`src/rtl/assert_macros.svh`:
```
// ---------------------------------------------------------------------------
// Assertion macros
// Shared concurrent assertion forms for the sample generator RTL.
// ---------------------------------------------------------------------------
`ifndef ASSERT_MACROS_SVH
`define ASSERT_MACROS_SVH

// property holds at every clock edge outside reset
`define UISG_ASSERT(lbl, clk, rst, prop) \
   lbl: assert property (@(posedge clk) disable iff (rst) (prop)) \
      else $error("assertion failed");

// condition in one cycle implies result in the next cycle
`define UISG_ASSERT_NEXT(lbl, clk, rst, pre, post) \
   lbl: assert property (@(posedge clk) disable iff (rst) (pre) |=> (post)) \
      else $error("assertion failed");

`endif

```
`src/rtl/uisg_pkg.sv`:
```
// ---------------------------------------------------------------------------
// uisg_pkg
// Widths, codes and types shared by the sample generator modules.
// ---------------------------------------------------------------------------
package uisg_pkg;

   localparam int INDEX_BITS = 16;
   localparam int MAX_COUNT  = 64;

   localparam int FIELD_W   = 16;
   localparam int IDX_W     = INDEX_BITS;
   localparam int CNT_W     = 7;
   localparam int D2_W      = CNT_W + 1;
   localparam int ALU_W     = IDX_W + 1;
   localparam int DIV_CNT_W = $clog2(ALU_W + 1);
   localparam int STAT_W    = 2;

   localparam logic [STAT_W-1:0] ST_VALID = 2'd0;
   localparam logic [STAT_W-1:0] ST_EMPTY = 2'd1;
   localparam logic [STAT_W-1:0] ST_ERROR = 2'd2;

   typedef enum logic [2:0] {
      S_IDLE,
      S_CHECK,
      S_CLASSIFY,
      S_REPORT,
      S_DIVIDE,
      S_EMIT_LOW,
      S_EMIT_STEP,
      S_EMIT_HIGH
   } state_type;

   typedef struct packed {
      logic [FIELD_W-1:0] low_index;
      logic [FIELD_W-1:0] high_index;
      logic [CNT_W-1:0]   point_count;
      logic               with_bounds;
   } req_type;

   typedef struct packed {
      logic               valid;
      logic [FIELD_W-1:0] point;
      logic               last;
      logic [STAT_W-1:0]  status;
   } emit_type;

endpackage

```
`src/rtl/uisg_alu.sv`:
```
// ---------------------------------------------------------------------------
// uisg_alu
// Shared subtract and compare unit: difference and borrow of a minus b.
// ---------------------------------------------------------------------------
module uisg_alu
   import uisg_pkg::*;
(
   input  logic [ALU_W-1:0] op_a,
   input  logic [ALU_W-1:0] op_b,
   output logic [ALU_W-1:0] diff,
   output logic             borrow
);

   logic [ALU_W:0] result;

   assign result = {1'b0, op_a} - {1'b0, op_b};
   assign diff   = result[ALU_W-1:0];
   assign borrow = result[ALU_W];

endmodule

```
`src/rtl/uisg_seq.sv`:
```
// ---------------------------------------------------------------------------
// uisg_seq
// Sequencer: range check, restoring division of the span, point stepping.
// ---------------------------------------------------------------------------
`include "assert_macros.svh"

module uisg_seq
   import uisg_pkg::*;
(
   input  logic     clock,
   input  logic     reset,
   input  logic     req_valid,
   output logic     req_ready,
   input  req_type  req,
   input  logic     emit_ready,
   output emit_type emit
);

   state_type state_ff, state_in;

   logic [IDX_W-1:0]     lo_ff, lo_in;
   logic [IDX_W-1:0]     hi_ff, hi_in;
   logic [CNT_W-1:0]     cnt_ff, cnt_in;
   logic                 bnd_ff, bnd_in;
   logic [IDX_W-1:0]     span_ff, span_in;
   logic                 rev_ff, rev_in;
   logic [STAT_W-1:0]    stat_ff, stat_in;
   logic [CNT_W-1:0]     inner_ff, inner_in;
   logic [D2_W-1:0]      div2_ff, div2_in;
   logic [ALU_W-1:0]     dvd_ff, dvd_in;
   logic [ALU_W-1:0]     rem_ff, rem_in;
   logic [DIV_CNT_W-1:0] bits_ff, bits_in;
   logic [CNT_W-1:0]     step_index_ff, step_index_in;
   logic [IDX_W-1:0]     pt_ff, pt_in;
   logic [D2_W:0]        racc_ff, racc_in;

   logic [ALU_W-1:0] alu_a, alu_b, alu_diff;
   logic             alu_borrow;

   logic             is_error, is_empty, final_step;
   logic [CNT_W-1:0] inner_calc, step_next;
   logic [ALU_W-1:0] rem_sh;
   logic [D2_W:0]    rsum;
   logic             carry;

   uisg_alu u_alu (
      .op_a   (alu_a),
      .op_b   (alu_b),
      .diff   (alu_diff),
      .borrow (alu_borrow)
   );

   assign is_error   = rev_ff || (ALU_W'(span_ff) < ALU_W'(cnt_ff)) ||
                       (cnt_ff > CNT_W'(MAX_COUNT));
   assign is_empty   = (cnt_ff == '0) || (bnd_ff && (cnt_ff <= CNT_W'(1))) ||
                       (span_ff == '0);
   assign inner_calc = bnd_ff ? CNT_W'(cnt_ff - CNT_W'(2)) : cnt_ff;
   assign step_next  = CNT_W'(step_index_ff + CNT_W'(1));
   assign final_step = (step_next == inner_ff);
   assign rem_sh     = {rem_ff[ALU_W-2:0], dvd_ff[ALU_W-1]};
   assign rsum       = racc_ff + {1'b0, rem_ff[D2_W-1:0]};
   assign carry      = !alu_borrow;

   always_comb begin
      state_in = state_ff;
      case (state_ff)
         S_IDLE: begin
            if (req_valid) state_in = S_CHECK;
         end
         S_CHECK: begin
            state_in = S_CLASSIFY;
         end
         S_CLASSIFY: begin
            if (is_error || is_empty) state_in = S_REPORT;
            else                      state_in = S_DIVIDE;
         end
         S_REPORT: begin
            if (emit_ready) state_in = S_IDLE;
         end
         S_DIVIDE: begin
            if (bits_ff == DIV_CNT_W'(1)) begin
               if (bnd_ff) state_in = S_EMIT_LOW;
               else        state_in = S_EMIT_STEP;
            end
         end
         S_EMIT_LOW: begin
            if (emit_ready) begin
               if (inner_ff == '0) state_in = S_EMIT_HIGH;
               else                state_in = S_EMIT_STEP;
            end
         end
         S_EMIT_STEP: begin
            if (emit_ready && final_step) begin
               if (bnd_ff) state_in = S_EMIT_HIGH;
               else        state_in = S_IDLE;
            end
         end
         S_EMIT_HIGH: begin
            if (emit_ready) state_in = S_IDLE;
         end
         default: begin
            state_in = S_IDLE;
         end
      endcase
   end

   always_comb begin
      req_ready   = 1'b0;
      emit.valid  = 1'b0;
      emit.point  = '0;
      emit.last   = 1'b0;
      emit.status = ST_VALID;
      alu_a       = ALU_W'(rsum);
      alu_b       = ALU_W'(div2_ff);
      case (state_ff)
         S_IDLE: begin
            req_ready = 1'b1;
         end
         S_CHECK: begin
            alu_a = ALU_W'(hi_ff);
            alu_b = ALU_W'(lo_ff);
         end
         S_REPORT: begin
            emit.valid  = emit_ready;
            emit.last   = 1'b1;
            emit.status = stat_ff;
         end
         S_DIVIDE: begin
            alu_a = rem_sh;
         end
         S_EMIT_LOW: begin
            emit.valid = emit_ready;
            emit.point = FIELD_W'(lo_ff);
         end
         S_EMIT_STEP: begin
            emit.valid = emit_ready;
            emit.point = FIELD_W'(pt_in);
            emit.last  = !bnd_ff && final_step;
         end
         S_EMIT_HIGH: begin
            emit.valid = emit_ready;
            emit.point = FIELD_W'(hi_ff);
            emit.last  = 1'b1;
         end
         default: begin
         end
      endcase
   end

   always_comb begin
      lo_in         = lo_ff;
      hi_in         = hi_ff;
      cnt_in        = cnt_ff;
      bnd_in        = bnd_ff;
      span_in       = span_ff;
      rev_in        = rev_ff;
      stat_in       = stat_ff;
      inner_in      = inner_ff;
      div2_in       = div2_ff;
      dvd_in        = dvd_ff;
      rem_in        = rem_ff;
      bits_in       = bits_ff;
      step_index_in = step_index_ff;
      pt_in         = pt_ff;
      racc_in       = racc_ff;
      case (state_ff)
         S_IDLE: begin
            if (req_valid) begin
               lo_in  = IDX_W'(req.low_index);
               hi_in  = IDX_W'(req.high_index);
               cnt_in = req.point_count;
               bnd_in = req.with_bounds;
            end
         end
         S_CHECK: begin
            span_in = alu_diff[IDX_W-1:0];
            rev_in  = alu_borrow;
         end
         S_CLASSIFY: begin
            stat_in       = is_error ? ST_ERROR : ST_EMPTY;
            inner_in      = inner_calc;
            div2_in       = {CNT_W'(inner_calc + CNT_W'(1)), 1'b0};
            dvd_in        = {span_ff, 1'b0};
            rem_in        = '0;
            bits_in       = DIV_CNT_W'(ALU_W);
            step_index_in = '0;
            pt_in         = lo_ff;
            racc_in       = (D2_W + 1)'(CNT_W'(inner_calc + CNT_W'(1)));
         end
         S_DIVIDE: begin
            rem_in  = alu_borrow ? rem_sh : alu_diff;
            dvd_in  = {dvd_ff[ALU_W-2:0], !alu_borrow};
            bits_in = DIV_CNT_W'(bits_ff - DIV_CNT_W'(1));
         end
         S_EMIT_STEP: begin
            pt_in = IDX_W'(pt_ff + dvd_ff[IDX_W-1:0] + IDX_W'(carry));
            if (emit_ready) begin
               racc_in       = carry ? alu_diff[D2_W:0] : rsum;
               step_index_in = step_next;
            end else begin
               pt_in = pt_ff;
            end
         end
         default: begin
         end
      endcase
   end

   always_ff @(posedge clock) begin
      if (reset) begin
         state_ff <= S_IDLE;
      end else begin
         state_ff <= state_in;
      end
   end

   always_ff @(posedge clock) begin
      lo_ff         <= lo_in;
      hi_ff         <= hi_in;
      cnt_ff        <= cnt_in;
      bnd_ff        <= bnd_in;
      span_ff       <= span_in;
      rev_ff        <= rev_in;
      stat_ff       <= stat_in;
      inner_ff      <= inner_in;
      div2_ff       <= div2_in;
      dvd_ff        <= dvd_in;
      rem_ff        <= rem_in;
      bits_ff       <= bits_in;
      step_index_ff <= step_index_in;
      pt_ff         <= pt_in;
      racc_ff       <= racc_in;
   end

   `UISG_ASSERT(a_racc_below_div, clock, reset, (state_ff == S_EMIT_STEP) |-> (racc_ff < (D2_W + 1)'(div2_ff)))
   `UISG_ASSERT(a_point_in_range, clock, reset, (state_ff == S_EMIT_STEP) |-> (pt_ff <= hi_ff))
   `UISG_ASSERT(a_step_below_inner, clock, reset, (state_ff == S_EMIT_STEP) |-> (step_index_ff < inner_ff))
   `UISG_ASSERT(a_flag_is_last, clock, reset, (emit.valid && emit.status != ST_VALID) |-> (emit.last && emit.point == '0))
   `UISG_ASSERT_NEXT(a_div_done, clock, reset, (state_ff == S_DIVIDE && bits_ff == DIV_CNT_W'(1)), (state_ff == S_EMIT_LOW || state_ff == S_EMIT_STEP))

endmodule

```
`src/rtl/uniform_index_sample_generator.sv`:
```
// After the request transfer the sequencer checks the range, classifies the request and
// divides for INDEX_BITS + 1 quotient bits, then puts the first point in the output register.
// One request at a time: a new request is taken only in idle, after its last response;
// empty and error requests skip the division and emit a single status response.
// Points then leave at one per cycle while the output register is free to take them.
// Reset: synchronous, active high; returns to idle with the output register empty.
// ---------------------------------------------------------------------------
// uniform_index_sample_generator
// Emits evenly spaced sample indices between a low and a high index, or one status word for an empty or error request.
// ---------------------------------------------------------------------------
module uniform_index_sample_generator
   import uisg_pkg::*;
(
   input  logic              clock,
   input  logic              reset,
   input  logic              req_tvalid,
   output logic              req_tready,
   input  logic [39:0]       req_tdata,  // low_index[15:0], high_index[31:16], point_count[38:32]
   input  logic              req_tuser,  // with_bounds
   output logic              rsp_tvalid,
   input  logic              rsp_tready,
   output logic [15:0]       rsp_tdata,  // point[15:0]
   output logic              rsp_tlast,
   output logic [STAT_W-1:0] rsp_tuser   // status[1:0]
);

   req_type  req;
   emit_type emit;
   logic     out_free;

   logic                rsp_valid_ff;
   logic [FIELD_W-1:0]  rsp_point_ff;
   logic                rsp_last_ff;
   logic [STAT_W-1:0]   rsp_status_ff;

   assign req.low_index   = req_tdata[15:0];
   assign req.high_index  = req_tdata[31:16];
   assign req.point_count = req_tdata[38:32];
   assign req.with_bounds = req_tuser;

   assign out_free = !rsp_valid_ff || rsp_tready;

   uisg_seq u_seq (
      .clock      (clock),
      .reset      (reset),
      .req_valid  (req_tvalid),
      .req_ready  (req_tready),
      .req        (req),
      .emit_ready (out_free),
      .emit       (emit)
   );

   always_ff @(posedge clock) begin
      if (reset) begin
         rsp_valid_ff <= 1'b0;
      end else if (emit.valid) begin
         rsp_valid_ff <= 1'b1;
      end else if (rsp_tready) begin
         rsp_valid_ff <= 1'b0;
      end
   end

   always_ff @(posedge clock) begin
      if (emit.valid) begin
         rsp_point_ff  <= emit.point;
         rsp_last_ff   <= emit.last;
         rsp_status_ff <= emit.status;
      end
   end

   assign rsp_tvalid = rsp_valid_ff;
   assign rsp_tdata  = rsp_point_ff;
   assign rsp_tlast  = rsp_last_ff;
   assign rsp_tuser  = rsp_status_ff;

endmodule
```
`config.mk`:
```
export PLATFORM = sky130hd
export DESIGN_NAME = uniform_index_sample_generator
export DESIGN_NICKNAME = d
export VERILOG_FILES = /design/src/rtl/uisg_pkg.sv /design/src/rtl/uisg_alu.sv /design/src/rtl/uisg_seq.sv /design/src/rtl/uniform_index_sample_generator.sv
export VERILOG_INCLUDE_DIRS = /design/src /design/src/rtl
export SDC_FILE = /design/constraint.sdc
export NUM_CORES = 1
export LEC_CHECK = 0
export BUFFER_PORTS_ARGS = -buffer_cell sky130_fd_sc_hd__buf_2
export CAP_MARGIN = 20
export CORE_ASPECT_RATIO = 0.5
export CORE_MARGIN = 5
export CORE_UTILIZATION = 50
export DETAILED_ROUTE_END_ITERATION = 6
export PLACE_DENSITY_LB_ADDON = 0.12
export SYNTH_ARGS = -nofsm -noshare
export SYNTH_HDL_FRONTEND = slang
export SYNTH_SLANG_ARGS = --single-unit
export TNS_END_PERCENT = 30
```
`constraint.sdc`:
```
create_clock -name clock -period 6.8 [get_ports clock]
set_input_delay 0.68 -clock clock [delete_from_list [all_inputs] [get_ports clock]]
set_output_delay 0.68 -clock clock [all_outputs]
set_load 0.05 [all_outputs]
```
; ---- Yosys cells after proc, flatten, opt, wreduce, memory -nomap -nowiden
; Cells that the tools add are included.
[op_classes]
add_sub_neg = 8
n_lt_le_gt_ge = 3
eq_ne = 15
mux = 31
reduce_logical = 24
[op_table]
columns = op, count
row1 = $pmux W17 S2, 2
row2 = $pmux W16 S2, 2
row3 = $mux W16, 3
row4 = $pmux W16 S3, 1
row5 = $mux W3, 7
row6 = $pmux W3 S7, 1
row7 = $mux W9, 2
row8 = $pmux W9 S2, 1
row9 = $sub A17 B16 Y18, 1
row10 = $add A16 B1 Y16, 1
row11 = $add A16 B16 Y16, 1
row12 = $logic_not A16 Y1, 1
row13 = $lt A16 B7 Y1, 1
row14 = $add A7 B1 Y7 const B, 2
row15 = $logic_not A7 Y1, 2
row16 = $mux W7, 2
row17 = $pmux W7 S2, 1
row18 = $eq A3 B3 Y1 const B, 4
row19 = $ne A2 B1 Y1 const B, 5
row20 = $pmux W5 S2, 1
row21 = $add A9 B8 Y9, 1
row22 = $eq A7 B7 Y1, 1
row23 = $gt A7 B7 Y1 const B, 1
row24 = $le A7 B1 Y1 const B, 1
row25 = 18 further kinds, 36
[word_totals]
regBits = 166
inputBits = 45
out_inout_bits = 21
elab_cells = 101

; ---- Depth between registers and ports, before layout
[logic_depth]
depth_word = 8
mapped_depth = 27
mapped_depth_nobuf = 25

; ---- By module
; From an unflattened synthesis, not the netlist that was laid out.
[unflattened]
cells_unflattened = 932
area_unflattened_um2 = 9719.3
[by_module_without_submodules]
columns = module, instances, cells_per_inst, area_each_um2, seq_area_each_um2
row1 = uisg_seq, 1, 791, 8254.2, 4194.0
row2 = uisg_alu, 1, 118, 848.3, 0.0
row3 = uniform_index_sample_generator, 1, 23, 616.8, 590.6

; ---- Worst setup path after synthesis
; OpenSTA, ideal clock, no wires.
[synth_path]
path_type = reg2reg
startpoint = register u_seq.rem_ff[0]
endpoint = register rsp_point_ff[6] (netlist: rsp_tdata[6]) (data pin)
setup_time_ns = 0.152
arrival_ns = 5.606
required_time_ns = 6.648
path_slack_ns = 1.041
path_stages_with_launch = 28
path_buffers = 2
period_less_slack_ns = 5.759
path_cell_list = edfxtp_1 > ha_1 > fa_1 > a21o_1 > a211o_1 > a21oi_1 > xor2_1 > o21ai_0 > o31ai_1 > a21oi_1 > ha_1 > nand2_1 > a21oi_1 > o21ai_0 > o211ai_1 > a21o_1 > inv_1 > buf_4 > buf_2 > fa_1 > fa_1 > nor2b_4 > o31a_1 > o21a_1 > nor3_1 > or3b_2 > a21o_1 > o21ai_0
[synth_lines]
columns = item, line
row1 = "start, declared", uisg_seq.sv:31  ; logic [ALU_W-1:0] rem_ff, rem_in;
row2 = "start signal, assigned", uisg_seq.sv:228  ; rem_ff <= rem_in;
row3 = "end signal, assigned", uniform_index_sample_generator.sv:65  ; rsp_point_ff <= emit.point;
row4 = "end, declared", uniform_index_sample_generator.sv:32  ; logic [FIELD_W-1:0] rsp_point_ff;

; ---- Worst setup path in the final report
[layout_path]
startpoint = register u_seq.rem_ff[0]
endpoint = register u_seq.pt_ff[14]
[layout_between]
elab_chain_len = 7
[layout_rtl]
columns = item, line
row1 = $add A9 B8 Y9, uisg_seq.sv:61  ; assign rsum = racc_ff + {1'b0, rem_ff[D2_W-1:0]};
row2 = $pmux W17 S2 *, uisg_seq.sv:115  ; case (state_ff)
row3 = $sub A17 B16 Y18 *, uisg_alu.sv:16  ; assign result = {1'b0, op_a} - {1'b0, op_b};
row4 = $logic_not A1 Y1 *, uisg_seq.sv:62  ; assign carry = !alu_borrow;
row5 = $add A16 B1 Y16 *, uisg_seq.sv:196  ; pt_in = IDX_W'(pt_ff + dvd_ff[IDX_W-1:0] + IDX_W'(carry));
row6 = $mux W16 *, uisg_seq.sv:197  ; if (emit_ready) begin
row7 = $pmux W16 S2 *, uisg_seq.sv:166  ; case (state_ff)
row8 = named net u_seq.pt_in[14], uisg_seq.sv:34  ; logic [IDX_W-1:0] pt_ff, pt_in;
row9 = "end signal, assigned", uisg_seq.sv:231  ; pt_ff <= pt_in;
row10 = "end, declared", uisg_seq.sv:34
; Mark *: on every way through the listed nets, which the timed path passes. The rest lies on a longest branch.
; A chain may end at the register's enable or synchronous reset.

==> flow_summary.yaml <==
layout:
  fill_cells: 1605
  number_of_antenna_repair_diodes: 0
  synthToLayoutAreaGrowth_pct: 13.1
  drive_gt1_share_pct: 13.2
  final_common_cell: "sky130_fd_sc_hd__edfxtp_1"
  layout_net_count: 1068
  final_cell_mix: "sky130_fd_sc_hd__edfxtp_1 (146), sky130_fd_sc_hd__nand2_1 (124), sky130_fd_sc_hd__a21oi_1 (73)"
clock_tree:
  cts_max_path_buffers: 2
  cts_repair_resizes: 0
  cts.htree.levels: 4
  cts_setup_buffers: 0
  cts.reportedPaths.clkPinSlew_ps: 70
  cts_buffers: 17
  tritoncts_num_sinks: 166
  worstSkewPairLatency_ps: 440
  cts_hold_buffers: 0
  cts_tree: "done"
  cts_root_buffer: "sky130_fd_sc_hd__clkbuf_16"
drt:
  drc: 0
  routed_wl_um: 25200
  drt.antenna.violating_nets: 0
  vias: 7349
  drt_first_iter_violations: 649
  wire_per_inst_um: 20.4
  drt-pass1-iter-count: 5
  detail_route.vias_per_cell: 5.93
synth:
  synthDistinctLibCells: 67
  yosys_most_used_dff: "sky130_fd_sc_hd__edfxtp_1"
  synth_enable_flop_cells: 146
  syn_nets: 1004
  avgSynthCellArea_sq_um: 10.5
  yosys_top_cell_area_share_pct: 46.4
  netlist_instances: 903
  async_flop_share_pct: 0
  post_synth_instance_area_sq_um: 9450
  cell_type_with_the_largest_total_area_after_synthesis: "sky130_fd_sc_hd__edfxtp_1"
  ys_seq_elements: 166
  yosys-top-cells-area: "sky130_fd_sc_hd__edfxtp_1 (46%), sky130_fd_sc_hd__ha_1 (6.9%), sky130_fd_sc_hd__nand2_1 (4.9%)"
  synth.yosys.seq_area_share_pct: 50.6
  synthesis.yosys.warnings: 0
setup_path:
  setup.worst_path.class: "reg -> reg"
  cp_data_required_time_ps: 7130
  timing.critical_path.to_type: "flip-flop"
  critical_path.startpoint_type: "flip-flop"
  r2r-start: "u_seq.rem_ff[0]"
  path_max_fanout: 4
  arrival_ps: 6600
  critical_path.startpoint: "u_seq.rem_ff[0]"
grt:
  grt_start_max_net_pins: 41
  grt_first_pass_wirelength_um: 39100
  grt.overflow.total: 0
  antenna_found_initial: 0
  gr-usage-all-layers_pct: 23.5
  vias_in_the_first_global_route: 7073
floorplan:
  horizontal_die_dimension_um: 204
  ios: 66
  placement_rows: 35
  floorplan.core_area_sq_um: 18500
  design.die.area_sq_um: 21900
  die_height_um: 107
  start_util_pct: 51.1
timing:
  slew-limit-headroom_pct: 31.1
  hold_viol_final: 0
  tightestPinTransition_ps: 1010
  setup_violations: 0
  timing_max_transition_violations_final: 0
  period_share_pct: 92.2
  final_critical_path_setup_slack_ps: 528
  clock_skew_ps: 8.66
  grt_setup_unrepaired: "false"
  finalCriticalPeriod_ps: 6270
  finalSetupTns_ps: 0
  achievable-frequency_mhz: 159
run_status:
  run_status: "completed"
placed_design:
  place_ws_ps: 659
  placement.io_buffers: 64
  dpl.hpwl_um: 18200
  gpl.final_weighted_congestion: 0.938
pwr:
  power.static_leakage_nw: 4.14
  ir_worst_vdd_mv: 0.296
  cellPowerDensity_nw_per_um2: 574
job:
  drv_cap: 0
min_path:
  min-delay-path-class: "in -> reg"
  worst_min_path_start: "req_tdata[7]"
==> synthesized netlist by cell type (all sizes together) (3+ instances only) <==
cell type	instances
clkbuf	31
buf	8
nand3	21
nand4	3
o211ai	10
nor2	70
a22oi	3
nand2	124
and2	4
fa	4
nor4	5
o31a	5
o21ai	50
dfxtp	20
o21bai	7
a211o	4
nor2b	9
or3	3
and3	13
nor3b	6
ha	52
o21ba	3
edfxtp	146
xnor2	29
a2bb2oi	3
mux2	4
a21o	13
a31oi	9
o22ai	15
o21a	13
nand2b	7
a22o	8
mux2i	25
inv	24
a21boi	3
a211oi	10
xor2	20
o31ai	3
a21oi	74
nor3	14
==> final timing paths <==
kind / slack (ps) / cells after the start / to
min: 410 / 1 / u_seq.lo_ff[7]
max: 530 / 25 / u_seq.pt_ff[14]
min reg2reg: 500 / 2 / u_seq.pt_ff[2]
max reg2reg: 530 / 25 / u_seq.pt_ff[14]
==> worst max-delay path: stages (launching register included) <==
cell                       delay (ps)
sky130_fd_sc_hd__edfxtp_1         420
sky130_fd_sc_hd__ha_1             230
sky130_fd_sc_hd__fa_1             420
sky130_fd_sc_hd__a21o_1           200
sky130_fd_sc_hd__a211o_1          300
sky130_fd_sc_hd__a21oi_1          220
sky130_fd_sc_hd__xor2_1           320
sky130_fd_sc_hd__o21ai_0          140
sky130_fd_sc_hd__o31ai_1           90
sky130_fd_sc_hd__a21oi_1          100
sky130_fd_sc_hd__ha_1             340
sky130_fd_sc_hd__a21oi_1          200
sky130_fd_sc_hd__nand2_1           70
sky130_fd_sc_hd__o21ai_0          310
sky130_fd_sc_hd__o211ai_1         160
sky130_fd_sc_hd__a21o_1           190
sky130_fd_sc_hd__inv_1            190
sky130_fd_sc_hd__fa_1             260
sky130_fd_sc_hd__fa_1             250
sky130_fd_sc_hd__nor2b_4           60
sky130_fd_sc_hd__o31a_1           320
sky130_fd_sc_hd__o31a_1           300
sky130_fd_sc_hd__or3b_1           390
sky130_fd_sc_hd__a31oi_1          200
sky130_fd_sc_hd__xnor2_1          120
sky130_fd_sc_hd__a221o_1          340
==> cell families after synthesis <==
group           share of synthesized area (%)
fa+ha+maj                                7.84
flops                                    50.6
compound gates                           16.8
xor+xnor                                 5.27
buf+inv                                  2.62
mux                                      3.13
simple gates                             13.7
==> metal layers <==
layer / vias to the layer above / track usage, % / part of all wire, %
met1: 3552 / 33.0 / 46
met4: 0 / 7.64 / 1.7
met2: 274 / 36.1 / 45
met3: 40 / 5.62 / 7.8
met5: - / 0 / 0
li1: 3483 / - / -
==> report_power, final <==
part	switching [mW]	internal [mW]	total [mW]
logic	2.05	1.25	3.30
registers	0.267	1.62	1.88
clock network	0.398	0.556	0.953
==> cell type report <==
type                       instances  area [sq um]  share of cell area (%)
sequential                       166          4790                    44.8
multi-input combinational        673          4430                    41.5
timing repair buffer              84           478                    4.47
clock buffer                      22           464                    4.34
tap                              259           324                    3.03
clock inverter                    10           105                   0.984
inverter                          25          93.8                   0.878
==> per-stage QoR <==
stage	cells	total power [mW]	hold WS, ps	util [%]	cell area, sq um
floorplan	903	4.24	448	-	9450
global placement	1206	5.03	469	54.7	10100
detailed placement	1207	5.11	492	54.7	10100
CTS	1239	6.10	389	57.8	10700
global route	1239	6.56	392	57.8	10700
finish	1239	6.14	411	57.8	10700
==> sequential cells by signal, summed over array words and instances (netlist names), 2 cells and up <==
signal,flops
u_seq.rem_ff,16
u_seq.state_ff,3
u_seq.pt_ff,16
u_seq.stat_ff,2
u_seq.span_ff,16
u_seq.cnt_ff,7
u_seq.bits_ff,5
u_seq.dvd_ff,17
rsp_tdata,16
u_seq.hi_ff,16
rsp_tuser,2
u_seq.racc_ff,9
u_seq.lo_ff,16
u_seq.inner_ff,7
u_seq.step_index_ff,7
u_seq.div2_ff,7
Power figures use the tool's default switching activity.
